$ cat config.mk
export PLATFORM = sky130hd
export DESIGN_NAME = lpas_ctrl
export DESIGN_NICKNAME = d
export VERILOG_FILES = /design/src/rtl/core/linear_policy_action_select_defines.svh /design/src/rtl/core/lpas_pkg.sv /design/src/rtl/core/lpas_ctrl.sv
export SDC_FILE = /design/constraint.sdc
export NUM_CORES = 1
export LEC_CHECK = 0
export ABC_AREA = 1
export BUFFER_PORTS_ARGS = -buffer_cell sky130_fd_sc_hd__buf_2
export CORE_AREA = 2 2 39 41
export DETAILED_ROUTE_END_ITERATION = 7
export DIE_AREA = 0 0 41 43
export PLACE_DENSITY_LB_ADDON = 0.3
export SYNTH_ARGS = -nofsm -noshare
export SYNTH_HDL_FRONTEND = slang
export SYNTH_SLANG_ARGS = --single-unit
$ cat constraint.sdc
create_clock -name clk_i -period 2.8 [get_ports clk_i]
set_clock_uncertainty 0.1 [all_clocks]
set_input_delay 0.28 -clock clk_i [delete_from_list [all_inputs] [get_ports clk_i]]
set_output_delay 0.28 -clock clk_i [all_outputs]
set_load 0.02 [all_outputs]
$ cat src/rtl/core/linear_policy_action_select_defines.svh
// Assertion macros for the linear policy action selector.
// Used by the top level; compiled out when SYNTHESIS is defined.
`ifndef LINEAR_POLICY_ACTION_SELECT_DEFINES_SVH
`define LINEAR_POLICY_ACTION_SELECT_DEFINES_SVH
`ifndef SYNTHESIS
`define LPAS_ASSERT(label, clk, rst_n, prop) \
  label: assert property (@(posedge clk) disable iff (!rst_n) (prop)) \
    else $error("lpas assertion failed");
`define LPAS_ASSERT_NEXT(label, clk, rst_n, ante, cons) \
  label: assert property (@(posedge clk) disable iff (!rst_n) (ante) |=> (cons)) \
    else $error("lpas assertion failed");
`else
`define LPAS_ASSERT(label, clk, rst_n, prop)
`define LPAS_ASSERT_NEXT(label, clk, rst_n, ante, cons)
`endif
`endif

$ cat src/rtl/core/lpas_pkg.sv
// Shared types and constants of the linear policy action selector.
// No dependencies.
`default_nettype none
package lpas_pkg;

  localparam int MAX_FEATURES = 32;
  localparam int MAX_ACTIONS  = 8;
  localparam int VALUE_BITS   = 16;
  localparam int STORE_DEPTH  = MAX_FEATURES * MAX_ACTIONS;
  localparam int ADDR_W       = $clog2(STORE_DEPTH);
  localparam int FEAT_W       = 6;
  localparam int ACT_CNT_W    = 4;
  localparam int ACT_W        = $clog2(MAX_ACTIONS);
  localparam int SCORE_W      = 40;
  localparam int PROD_W       = 2 * VALUE_BITS;
  localparam int LFSR_W       = 32;
  localparam int TIE_PROD_W   = LFSR_W + ACT_CNT_W;
  localparam int CFG_IDX_W    = 2;
  localparam int CFG_DATA_W   = 40;

  localparam logic [LFSR_W-1:0] LFSR_TAPS = 32'hA300_0000;
  localparam logic [FEAT_W-1:0] FEAT_RESET = FEAT_W'(MAX_FEATURES);
  localparam logic [ACT_CNT_W-1:0] ACT_RESET = ACT_CNT_W'(MAX_ACTIONS);

  typedef enum logic {
    CMD_LOAD_WEIGHT = 1'b0,
    CMD_FEATURE     = 1'b1
  } cmd_e;

  typedef enum logic [CFG_IDX_W-1:0] {
    CFG_FEATURE_COUNT = 2'd0,
    CFG_ACTION_COUNT  = 2'd1,
    CFG_TIE_THRESHOLD = 2'd2,
    CFG_RANDOM_SEED   = 2'd3
  } cfg_idx_e;

  typedef enum logic [2:0] {
    ST_IDLE,
    ST_MAC,
    ST_SEL_INIT,
    ST_SEL_STEP,
    ST_EMIT
  } state_e;

  typedef struct packed {
    cmd_e                   command;
    logic [ADDR_W-1:0]      weight_index;
    logic [VALUE_BITS-1:0]  sample_value;
    logic                   last_feature;
  } in_item_t;

  typedef struct packed {
    logic [ACT_W-1:0]   chosen_action;
    logic [SCORE_W-1:0] chosen_score;
  } out_item_t;

  typedef struct packed {
    logic weight_we;
    logic accept_feature;
    logic mac_issue;
    logic pos_inc;
    logic sel_init;
    logic sel_step;
    logic emit;
  } dp_cmd_t;

  typedef struct packed {
    logic in_is_feature;
    logic in_last;
    logic accum_ok;
    logic item_last;
    logic issue_done;
    logic pipe_empty;
    logic sel_done;
    logic out_free;
  } dp_status_t;

endpackage
`default_nettype wire

$ cat src/rtl/core/lpas_ctrl.sv
// Sequencer of the linear policy action selector: input handshake, MAC and selection passes.
// Depends on lpas_pkg.
`default_nettype none
module lpas_ctrl (
  input  wire logic                clk_i,
  input  wire logic                rst_ni,
  input  wire logic                in_valid_i,
  output logic                     in_ready_o,
  input  wire lpas_pkg::dp_status_t status_i,
  output lpas_pkg::dp_cmd_t        cmd_o
);
  import lpas_pkg::*;

  state_e state_q, state_d;
  logic   in_fire;

  assign in_fire = in_valid_i && in_ready_o;

  always_ff @(posedge clk_i or negedge rst_ni) begin
    if (!rst_ni) begin
      state_q <= ST_IDLE;
    end else begin
      state_q <= state_d;
    end
  end

  always_comb begin
    state_d = state_q;
    case (state_q)
      ST_IDLE: begin
        if (in_fire && status_i.in_is_feature) begin
          if (status_i.accum_ok) begin
            state_d = ST_MAC;
          end else if (status_i.in_last) begin
            state_d = ST_SEL_INIT;
          end
        end
      end
      ST_MAC: begin
        if (status_i.issue_done && status_i.pipe_empty) begin
          state_d = status_i.item_last ? ST_SEL_INIT : ST_IDLE;
        end
      end
      ST_SEL_INIT: state_d = ST_SEL_STEP;
      ST_SEL_STEP: begin
        if (status_i.sel_done) begin
          state_d = ST_EMIT;
        end
      end
      ST_EMIT: begin
        if (status_i.out_free) begin
          state_d = ST_IDLE;
        end
      end
      default: state_d = ST_IDLE;
    endcase
  end

  always_comb begin
    in_ready_o = (state_q == ST_IDLE);
    cmd_o = '0;
    cmd_o.weight_we      = in_fire && !status_i.in_is_feature;
    cmd_o.accept_feature = in_fire && status_i.in_is_feature;
    case (state_q)
      ST_MAC: begin
        cmd_o.mac_issue = !status_i.issue_done;
        cmd_o.pos_inc   = status_i.issue_done && status_i.pipe_empty;
      end
      ST_SEL_INIT: cmd_o.sel_init = 1'b1;
      ST_SEL_STEP: cmd_o.sel_step = !status_i.sel_done;
      ST_EMIT:     cmd_o.emit = status_i.out_free;
      default: ;
    endcase
  end

endmodule
`default_nettype wire

==> results of run 1 <==
==> stage by stage <==
step | instance area (sq um) | hold WS (ns) | utilization [%] | setup WS [ns] | power (mW)
global placement | 395 | -0.0234 | 28.6 | 1.34 | 0.317
detailed placement | 395 | -0.0224 | 28.6 | 1.32 | 0.319
finish | 432 | 0.244 | 31.2 | 1.08 | 0.392
floorplan | 285 | -0.116 | - | 1.16 | 0.255
CTS | 432 | 0.245 | 31.2 | 1.07 | 0.396
global route | 432 | 0.271 | 31.2 | 0.939 | 0.428
==> final cells by class <==
cell class	count	share of cell area, %
flip-flops and latches	3	17.4
multi-input cells	31	38.3
well taps	16	4.64
repair buffers	19	23.2
clock buffers	4	6.09
inverters	12	10.4
==> cell families after synthesis <==
| family | share of synthesized area, % |
|---|---|
| AO/OA/AOI/OAI | 11.0 |
| buffers and inverters | 15.8 |
| flip-flops | 26.3 |
| AND/OR/NAND/NOR | 46.9 |
==> worst reg2reg max path: stages (launching register included) <==
cell     delay [ns]
dfrtp_1        0.42
nor2_2         0.17
inv_2          0.06
nor2_2         0.13
o21ai_2        0.09
nand4_1        0.11
nand2_1        0.06
==> how the worst max path moves through the flow <==
stage	from	end	cells past startpoint
6_report	state_q[2]	cmd_o[6]	6
3_5_place_dp	state_q[2]	cmd_o[6]	6
3_3_place_gp	state_q[2]	cmd_o[5]	6
5_1_grt	state_q[0]	cmd_o[6]	6
4_1_cts	state_q[2]	cmd_o[6]	6
2_1_floorplan	state_q[2]	cmd_o[5]	5
==> placed cells by master (no fill, tap or decap), types with 2 or more instances in the layout <==
| cell type | n |
|---|---|
| inv_2 | 2 |
| nor2_2 | 5 |
| inv_1 | 10 |
| dfrtp_1 | 3 |
| o21ai_0 | 2 |
| clkbuf_4 | 3 |
| nor2_1 | 5 |
| nand4_1 | 2 |
| nand2_1 | 6 |
| buf_2 | 18 |
| nand3_1 | 3 |
==> layer usage <==
layer | vias up | wire (um)
met3 | 0 | 36
met4 | 0 | 0
met1 | 148 | 293
li1 | 189 | -
met5 | - | 0
met2 | 9 | 340
==> power groups by stage <==
stage / clock (mW) / combinational (mW) / sequential, mW
after global routing: 0.0831 / 0.254 / 0.0911
after floorplan: 0 / 0.173 / 0.0816
final: 0.0750 / 0.231 / 0.0859
after CTS: 0.0771 / 0.233 / 0.0864
after detailed placement: 0 / 0.232 / 0.0870
after global placement: 0 / 0.231 / 0.0855
==> timing repair <==
action / 4_1_cts / 5_1_grt
endpoints found under the hold margin: 3 / 0
hold buffers: 1 / 0
resized for setup: 0 / 0
==> metrics.md, run 1 <==
| Metric | Value |
|---|---|
| Net Sw Power | 194 uW |
| Hold Path Origin | status_i[1] |
| Placed Cells | 80 |
| DR vias | 346 |
| Area contributors post-synth | dfrtp_1 26%, inv_1 13%, nor2_2 11% |
| Crit path DAT | 1.34 ns |
| Avg WL per Cell | 7.87 um |
| CP delay by family, top | simple AND/OR/NAND/NOR gates |
| Synthesized flop and latch total | 3 |
| First-pass GRT wire length | 1060 um |
| Cells after Synth | 46 |
| Max_cap viols | 0 |
| Critical-path top delay cell | dfrtp_1 |
| Gate power share | 58.9% |
| Register-to-Register Path Depth | 6 |
| Initial Util | 20.6% |
| Worst hold path type | input port to register |
| Vias in the first global route | 316 |
| Flop2flop setup slack | 1.54 ns |
| Total congestion overflow | 0 |
| Drt total wl | 669 um |
| Crit Reg-Reg Startpoint | state_q[2] |
| Die Y | 43 um |
| Leakage | 0.273 nW |
| Core Region | 1380 sq um |
| Post-synth EDFFs | 0 |
| Main flop type after synthesis | dfrtp_1 |
| CTS tree | yes |
| I/O Buffers | 18 |
| Antenna violations before repair | 0 |
| Multi-input gate area | 165 sq um |
| Number of antenna repair diodes | 0 |
| Synth Cell Area | 285 sq um |
| Largest register FFs | 3 |
| Slew @ Worst Pin | 0.240 ns |
| Power Dens Cells | 907 nW/um^2 |
| Fillers | 153 |
| Crit-path max FO | 4 |
| Syn nets | 57 |
| Most used routing layer | met2 |
| CTS root buffer | clkbuf_4 |
| Hold path endpoint | state_q[1] |
| Top-area cell type share of the netlist area | 26.3% |
| Registers with the most flip-flops | state_q x3 |
| FFs w/ async S/R, synth | 100% |
| Ys Warns | 0 |
| Reg2reg end | state_q[1] |
| CP bufs+invs | 2 |
| Status | completed |
| Routed Antenna Nets | 0 |
| First drt pass iteration count | 2 |
| P_int | 198 uW |
| Crit-path cells | nor2_2, inv_2, nor2_2, nand2_1, nor2_1, buf_2 |
| GR met3 Demand/Resource | 1.57% |
| Register share of total power | 21.9% |
| CTS Buf Count | 3 |
| Post-synthesis sequential area ratio | 26.3% |
| Die ar. | 1760 sq um |
| Setup_tns | 0 ns |
| Std cell rows | 14 |
| Final hold violation count | 0 |
| Met1 usage | 9.42% |
| Nets | 81 |
| Max Freq | 581 MHz |
| Top Ports | 19 |
| Max IR drop VDD | 0.000262 V |
| P&R area growth vs syn | 51.3% |
| Clock Path Buffers | 2 |
| Avg Cell Area, Syn | 6.20 sq um |
| Met2 usage | 13.8% |
| RSZ-0062 raised after global routing | no |
| Final setup violation count | 0 |
| Commonest cells in the netlist | 10 x inv_1, 6 x nand2_1, 5 x nor2_1, 5 x nor2_2 |
| Synth unique cells | 17 |
| Share of cells above drive strength 1 | 44.9% |
| Clock transition at path regs | 0.04 ns |
| Drt drc | 0 |
| CP Launch Type | register |
| Reg area | 75.1 sq um |
| Chip width | 41 um |
| Most used cell, CP | nor2_2 |
| Critical Path End Type | primary output |
| Hold Crit Depth | 4 |
| Initial DRC count | 1 |
| Delay of the slowest critical-path stage | 0.42 ns |
| Worst skew pair latency | 0.23 ns |
| Most frequent cell after synthesis | inv_1 |
| Max_slew headroom | 83.9% |
| Pin count of the biggest net entering global routing | 7 |
| Htree depth | 1 |
| DR vias/cell | 4.07 |
| Switching power share of the total | 49.5% |
| Required time of the critical path | 2.42 ns |
| Final period utilization | 61.5% |
| Critical setup path kind | register to primary output |
| Non-Filler Instances | 85 |
| Final Critical Period | 1.72 ns |
| Post-CTS Setup Repair Bufs | 0 |
| Clock group share of total power | 19.2% |
| RePlAce Congestion | 0.773 |
| GRT Overall Usage | 8.86% |
| Largest area contributor in the netlist | dfrtp_1 |
| Largest reg by FF count | state_q |
| Clk sinks | 3 |
| Final slew viol count | 0 |
| Dpl hpwl | 582 um |
No activity file was read; power rests on OpenSTA's default activity.
==> run 2: changes to the inputs <==
==> constraint.sdc (replaced) <==
create_clock -name clk_i -period 1.7 [get_ports clk_i]
set_clock_uncertainty 0.1 [all_clocks]
set_input_delay 0.17 -clock clk_i [delete_from_list [all_inputs] [get_ports clk_i]]
set_output_delay 0.17 -clock clk_i [all_outputs]
set_load 0.02 [all_outputs]
==> run 2 against run 1 <==
  * Worst hold slack lost 0.11 ns
  * Utilization increased by 0.63 points
  * Routed wire length is 2.7% higher
  * Die area unchanged
  * First-iteration DRC count rose to 4.0 times the previous value
  * Sequential power grew 75%
  * Final area rose by 2.0%
  * Combinational power grew 69%
  * Non-clock buffer count did not move
  * Global-route usage up 0.60 points
  * Clock power grew 64%
  * Via count rose by 0.87%
  * Critical endpoint is now cmd_o[5]
  * Largest power group unchanged
  * Highest routed layer unchanged
==> metrics.md, run 2 (synthesis results as in run 1) <==
| Metric | Value |
|---|---|
| P&R area growth vs syn | 54.4% |
| Drt drc | 0 |
| Drt total wl | 687 um |
| Hold Crit Depth | 4 |
| Max IR drop VDD | 0.000463 V |
| GRT Overall Usage | 9.47% |
| Most used routing layer | met2 |
| Largest reg by FF count | state_q |
| Critical setup path kind | register to primary output |
| Crit-path max FO | 5 |
| Top Ports | 19 |
| CP Launch Type | register |
| Status | completed |
| GR met3 Demand/Resource | 3.14% |
| Max Freq | 633 MHz |
| Clock Path Buffers | 2 |
| Worst hold path type | input port to register |
| First drt pass iteration count | 4 |
| Nets | 81 |
| Fillers | 156 |
| Delay of the slowest critical-path stage | 0.44 ns |
| Reg area | 76.3 sq um |
| Total congestion overflow | 0 |
| DR vias | 349 |
| Final slew viol count | 0 |
| Registers with the most flip-flops | state_q x3 |
| Slew @ Worst Pin | 0.218 ns |
| Commonest non-fill, non-tap cells in the layout | 17 x buf_2, 10 x inv_1, 6 x nand2_1, 5 x nor2_1, 4 x nor2_2 |
| Leakage | 0.273 nW |
| Crit-path cells | nor2_4, inv_2, nor2_2, nand2_1, nor2_1, buf_2 |
| Final setup violation count | 0 |
| Worst skew pair latency | 0.23 ns |
| CTS Buf Count | 3 |
| Multi-input gate area | 170 sq um |
| Dpl hpwl | 593 um |
| Final Critical Period | 1.58 ns |
| Initial DRC count | 4 |
| Met2 usage | 14.7% |
| Die ar. | 1760 sq um |
| Clock transition at path regs | 0.04 ns |
| Share of cells above drive strength 1 | 46.4% |
| Max_cap viols | 0 |
| Avg WL per Cell | 8.08 um |
| Crit path DAT | 1.31 ns |
| Critical Path End Type | primary output |
| Htree depth | 1 |
| Final design utilization | 31.8% |
| Final hold violation count | 0 |
| CTS tree | yes |
| Setup_tns | 0 ns |
| Pin count of the biggest net entering global routing | 7 |
| Antenna violations before repair | 0 |
| Power Dens Cells | 1510 nW/um^2 |
| Required time of the critical path | 1.43 ns |
| Final period utilization | 92.9% |
| Most common cell after layout, fill and taps aside | buf_2 |
| Largest register FFs | 3 |
| DR vias/cell | 4.11 |
| Max_slew headroom | 85.4% |
| Routed Antenna Nets | 0 |
| Chip width | 41 um |
| Critical-path top delay cell | dfrtp_2 |
| Vias in the first global route | 310 |
| Die Y | 43 um |
| I/O Buffers | 18 |
| First-pass GRT wire length | 1100 um |
| Met1 usage | 9.42% |
| CTS root buffer | clkbuf_4 |
| Register-to-Register Path Depth | 7 |
| RSZ-0062 raised after global routing | no |
| Core Region | 1380 sq um |
| Number of antenna repair diodes | 0 |
| Clk sinks | 3 |
| Std cell rows | 14 |
| RePlAce Congestion | 0.773 |
| Initial Util | 20.6% |
run 2: cell counts in the layout (fill, tap and decap cells not counted):
Identical to the previous run, type by type.
run 2: layer usage:
| metal | part of all wire [%] | wire length (um) | up-vias |
|---|---|---|---|
| met2 | 51 | 352 | 9 |
| met4 | 0 | 0 | 0 |
| met1 | 41 | 284 | 151 |
| met5 | 0 | 0 | - |
| li1 | - | - | 189 |
| met3 | 7.3 | 50 | 0 |
run 2: worst max-delay path: cells and delay by family (launching register included):
kind                   cells  cell delay, ns
flip-flops                 1            0.44
AND/OR/NAND/NOR            4            0.42
buffers and inverters      2            0.21
run 2: metrics by stage:
stage | power (mW) | worst slack [ns] | instance area, sq um | hold WS [ns] | std cells
final | 0.664 | 0.121 | 440 | 0.137 | 85
after global routing | 0.715 | 0.00201 | 440 | 0.167 | 85
after CTS | 0.651 | 0.0818 | 432 | 0.142 | 85
after detailed placement | 0.525 | 0.332 | 395 | -0.133 | 80
after global placement | 0.522 | 0.349 | 395 | -0.133 | 80
after floorplan | 0.420 | 0.172 | 285 | -0.226 | 46
run 2: final timing paths:
kind                              from         end  slack (ns)
max                         state_q[0]    cmd_o[5]        0.12
min in group asynchronous       rst_ni  state_q[2]        0.16
max reg2reg                 state_q[1]  state_q[1]        0.44
max in group asynchronous       rst_ni  state_q[0]        1.22
min reg2reg                 state_q[0]  state_q[2]        0.55
min                        status_i[1]  state_q[1]        0.14
run 2: power by group:
part | switching, mW | internal (mW)
Clock | 0.0349 | 0.0878
Sequential | 0.0485 | 0.102
Combinational | 0.242 | 0.148
Total | 0.326 | 0.338
run 2: layout make-up:
class                           count  area share (%)
Sequential cell                     3            17.3
Clock buffer                        4            5.97
Multi-Input combinational cell     31            38.6
Timing Repair Buffer               19            23.3
Inverter                           12            10.2
Tap cell                           16            4.55
run 2: what timing repair did:
action / 4_1_cts / 5_1_grt
resized for setup: 0 / 3
hold endpoints to repair: 3 / 0
hold buffers: 1 / 0
setup buffers: 0 / 0
endpoints found under the setup margin: 0 / 2
==> run 3: changes to the inputs <==
--- a/config.mk
+++ b/config.mk
@@ -7,9 +7,9 @@
 export LEC_CHECK = 0
 export ABC_AREA = 1
 export BUFFER_PORTS_ARGS = -buffer_cell sky130_fd_sc_hd__buf_2
-export CORE_AREA = 2 2 39 41
+export CORE_AREA = 8 8 45 47
 export DETAILED_ROUTE_END_ITERATION = 7
-export DIE_AREA = 0 0 41 43
+export DIE_AREA = 0 0 53 55
 export PLACE_DENSITY_LB_ADDON = 0.3
 export SYNTH_ARGS = -nofsm -noshare
 export SYNTH_HDL_FRONTEND = slang
==> run 3 against run 2 <==
  * Combinational power barely moved
  * Worst hold slack lost 0.017 ns
  * Count of clock-buffer cells in the layout did not move
  * Critical path depth is the same
  * Utilization down 0.18 points
  * Routed wire length up 20%
  * Sequential power about the same
  * Global-route usage is 2.8 points lower
  * Non-clock buffer count is the same
  * Register-to-register slack better by 0.02 ns
  * First-iteration DRC count fell by 25%
==> metrics.md, run 3 (synthesis results as in run 1) <==
| Metric | Value |
|---|---|
| Slew @ Worst Pin | 0.208 ns |
| RSZ-0062 raised after global routing | no |
| Critical Path End Type | primary output |
| Status | completed |
| Drt total wl | 827 um |
| Max Freq | 627 MHz |
| Nets | 81 |
| Critical-path top delay cell | dfrtp_2 |
| Power Dens Cells | 1520 nW/um^2 |
| First-pass GRT wire length | 1390 um |
| Pin count of the biggest net entering global routing | 7 |
| Largest reg by FF count | state_q |
| CTS root buffer | clkbuf_4 |
| Max_slew headroom | 86.0% |
| Chip width | 53 um |
| Antenna violations before repair | 0 |
| First drt pass iteration count | 4 |
| Dpl hpwl | 690 um |
| Critical setup path kind | register to primary output |
| Required time of the critical path | 1.43 ns |
| Clock Path Buffers | 2 |
| P&R area growth vs syn | 53.5% |
| DR vias | 349 |
| CP delay by family, top | flip-flops |
| Share of cells above drive strength 1 | 46.4% |
| Final setup violation count | 0 |
| Largest register FFs | 3 |
| Crit-path cells | nor2_4, inv_2, nor2_2, nand2_1, nor2_1, buf_2 |
| Clk sinks | 3 |
| Vias in the first global route | 368 |
| Final period utilization | 93.9% |
| Clock transition at path regs | 0.04 ns |
| Max IR drop VDD | 0.000591 V |
| Number of antenna repair diodes | 0 |
| Core Region | 1380 sq um |
| I/O Buffers | 18 |
| Leakage | 0.273 nW |
| GRT Overall Usage | 6.67% |
| CTS tree | yes |
| Die Y | 55 um |
| CP bufs+invs | 2 |
| Final Critical Period | 1.60 ns |
| Final instance area | 438 sq um |
| DR vias/cell | 4.11 |
| Crit path DAT | 1.33 ns |
| Setup_tns | 0 ns |
| Crit-path max FO | 5 |
| Most common cell after layout, fill and taps aside | buf_2 |
| CTS Buf Count | 3 |
| Htree depth | 1 |
| Total congestion overflow | 0 |
| Commonest non-fill, non-tap cells in the layout | 18 x buf_2, 10 x inv_1, 6 x nand2_1, 5 x nor2_1, 4 x nor2_2 |
| Max_cap viols | 0 |
| Drt drc | 0 |
| WHS | 0.120 ns |
| Registers with the most flip-flops | state_q x3 |
| Initial DRC count | 3 |
| Die ar. | 2920 sq um |
| Delay of the slowest critical-path stage | 0.44 ns |
| Routed Antenna Nets | 0 |
| RePlAce Congestion | 0.747 |
| Final slew viol count | 0 |
| Worst skew pair latency | 0.23 ns |
| Avg WL per Cell | 9.73 um |
| CP Launch Type | register |
| Top Ports | 19 |
| Final hold violation count | 0 |
| Worst hold path type | input port to register |
| Initial Util | 20.6% |
| Std cell rows | 14 |
| DP Area | 395 sq um |
## run 3: cell counts in the layout (fill, tap and decap cells not counted)
No cell type changed its count.
## run 3: where the power goes
group	internal [mW]	leakage [nW]	total, mW	switching [mW]
Sequential	0.102	0.0379	0.149	0.0474
Clock	0.0879	0.0150	0.125	0.0366
Combinational	0.146	0.220	0.391	0.245
## run 3: worst paths after layout
kind | start | to | slack [ns] | depth (start not counted)
min in group asynchronous | rst_ni | state_q[2] | 0.16 | 2
worst max-delay path | state_q[0] | cmd_o[5] | 0.10 | 6
worst min register to register | state_q[2] | state_q[2] | 0.56 | 2
worst max register to register | state_q[1] | state_q[1] | 0.46 | 5
worst min-delay path | status_i[1] | state_q[1] | 0.12 | 4
max in group asynchronous | rst_ni | state_q[0] | 1.22 | 2
## run 3: layer usage
layer	vias up	GRT usage, %	wire, um
li1	189	-	-
met4	0	7.76	0
met2	9	10.2	418
met5	-	0	0
met3	0	2.14	40
met1	151	6.70	368
## run 3: through the flow
stage	cells	worst slack, ns	power (mW)	utilization [%]
finish	85	0.104	0.665	31.6
global route	85	0.00907	0.730	31.6
CTS	85	0.0659	0.663	31.2
detailed placement	80	0.334	0.529	28.6
global placement	80	0.347	0.527	28.6
floorplan	46	0.172	0.420	-
## run 3: repair_timing
| item | CTS | global route |
|---|---|---|
| resized for setup | 0 | 2 |
| setup endpoints to repair | 0 | 2 |
| setup buffers | 0 | 0 |
| hold endpoints to repair | 3 | 0 |
| hold buffers | 1 | 0 |
## run 3: layout make-up
| type | count | area (sq um) |
|---|---|---|
| Inverter | 12 | 45.0 |
| Tap cell | 16 | 20.0 |
| Clock buffer | 4 | 26.3 |
| Timing Repair Buffer | 19 | 100 |
| Fill cell | 160 | 946 |
| Multi-Input combinational cell | 31 | 170 |
| Sequential cell | 3 | 76.3 |
## run 3: worst min-delay path, delay by kind of cell
kind | cells | cell delay [ns]
simple gates | 2 | 0.13
buf+inv | 2 | 0.10
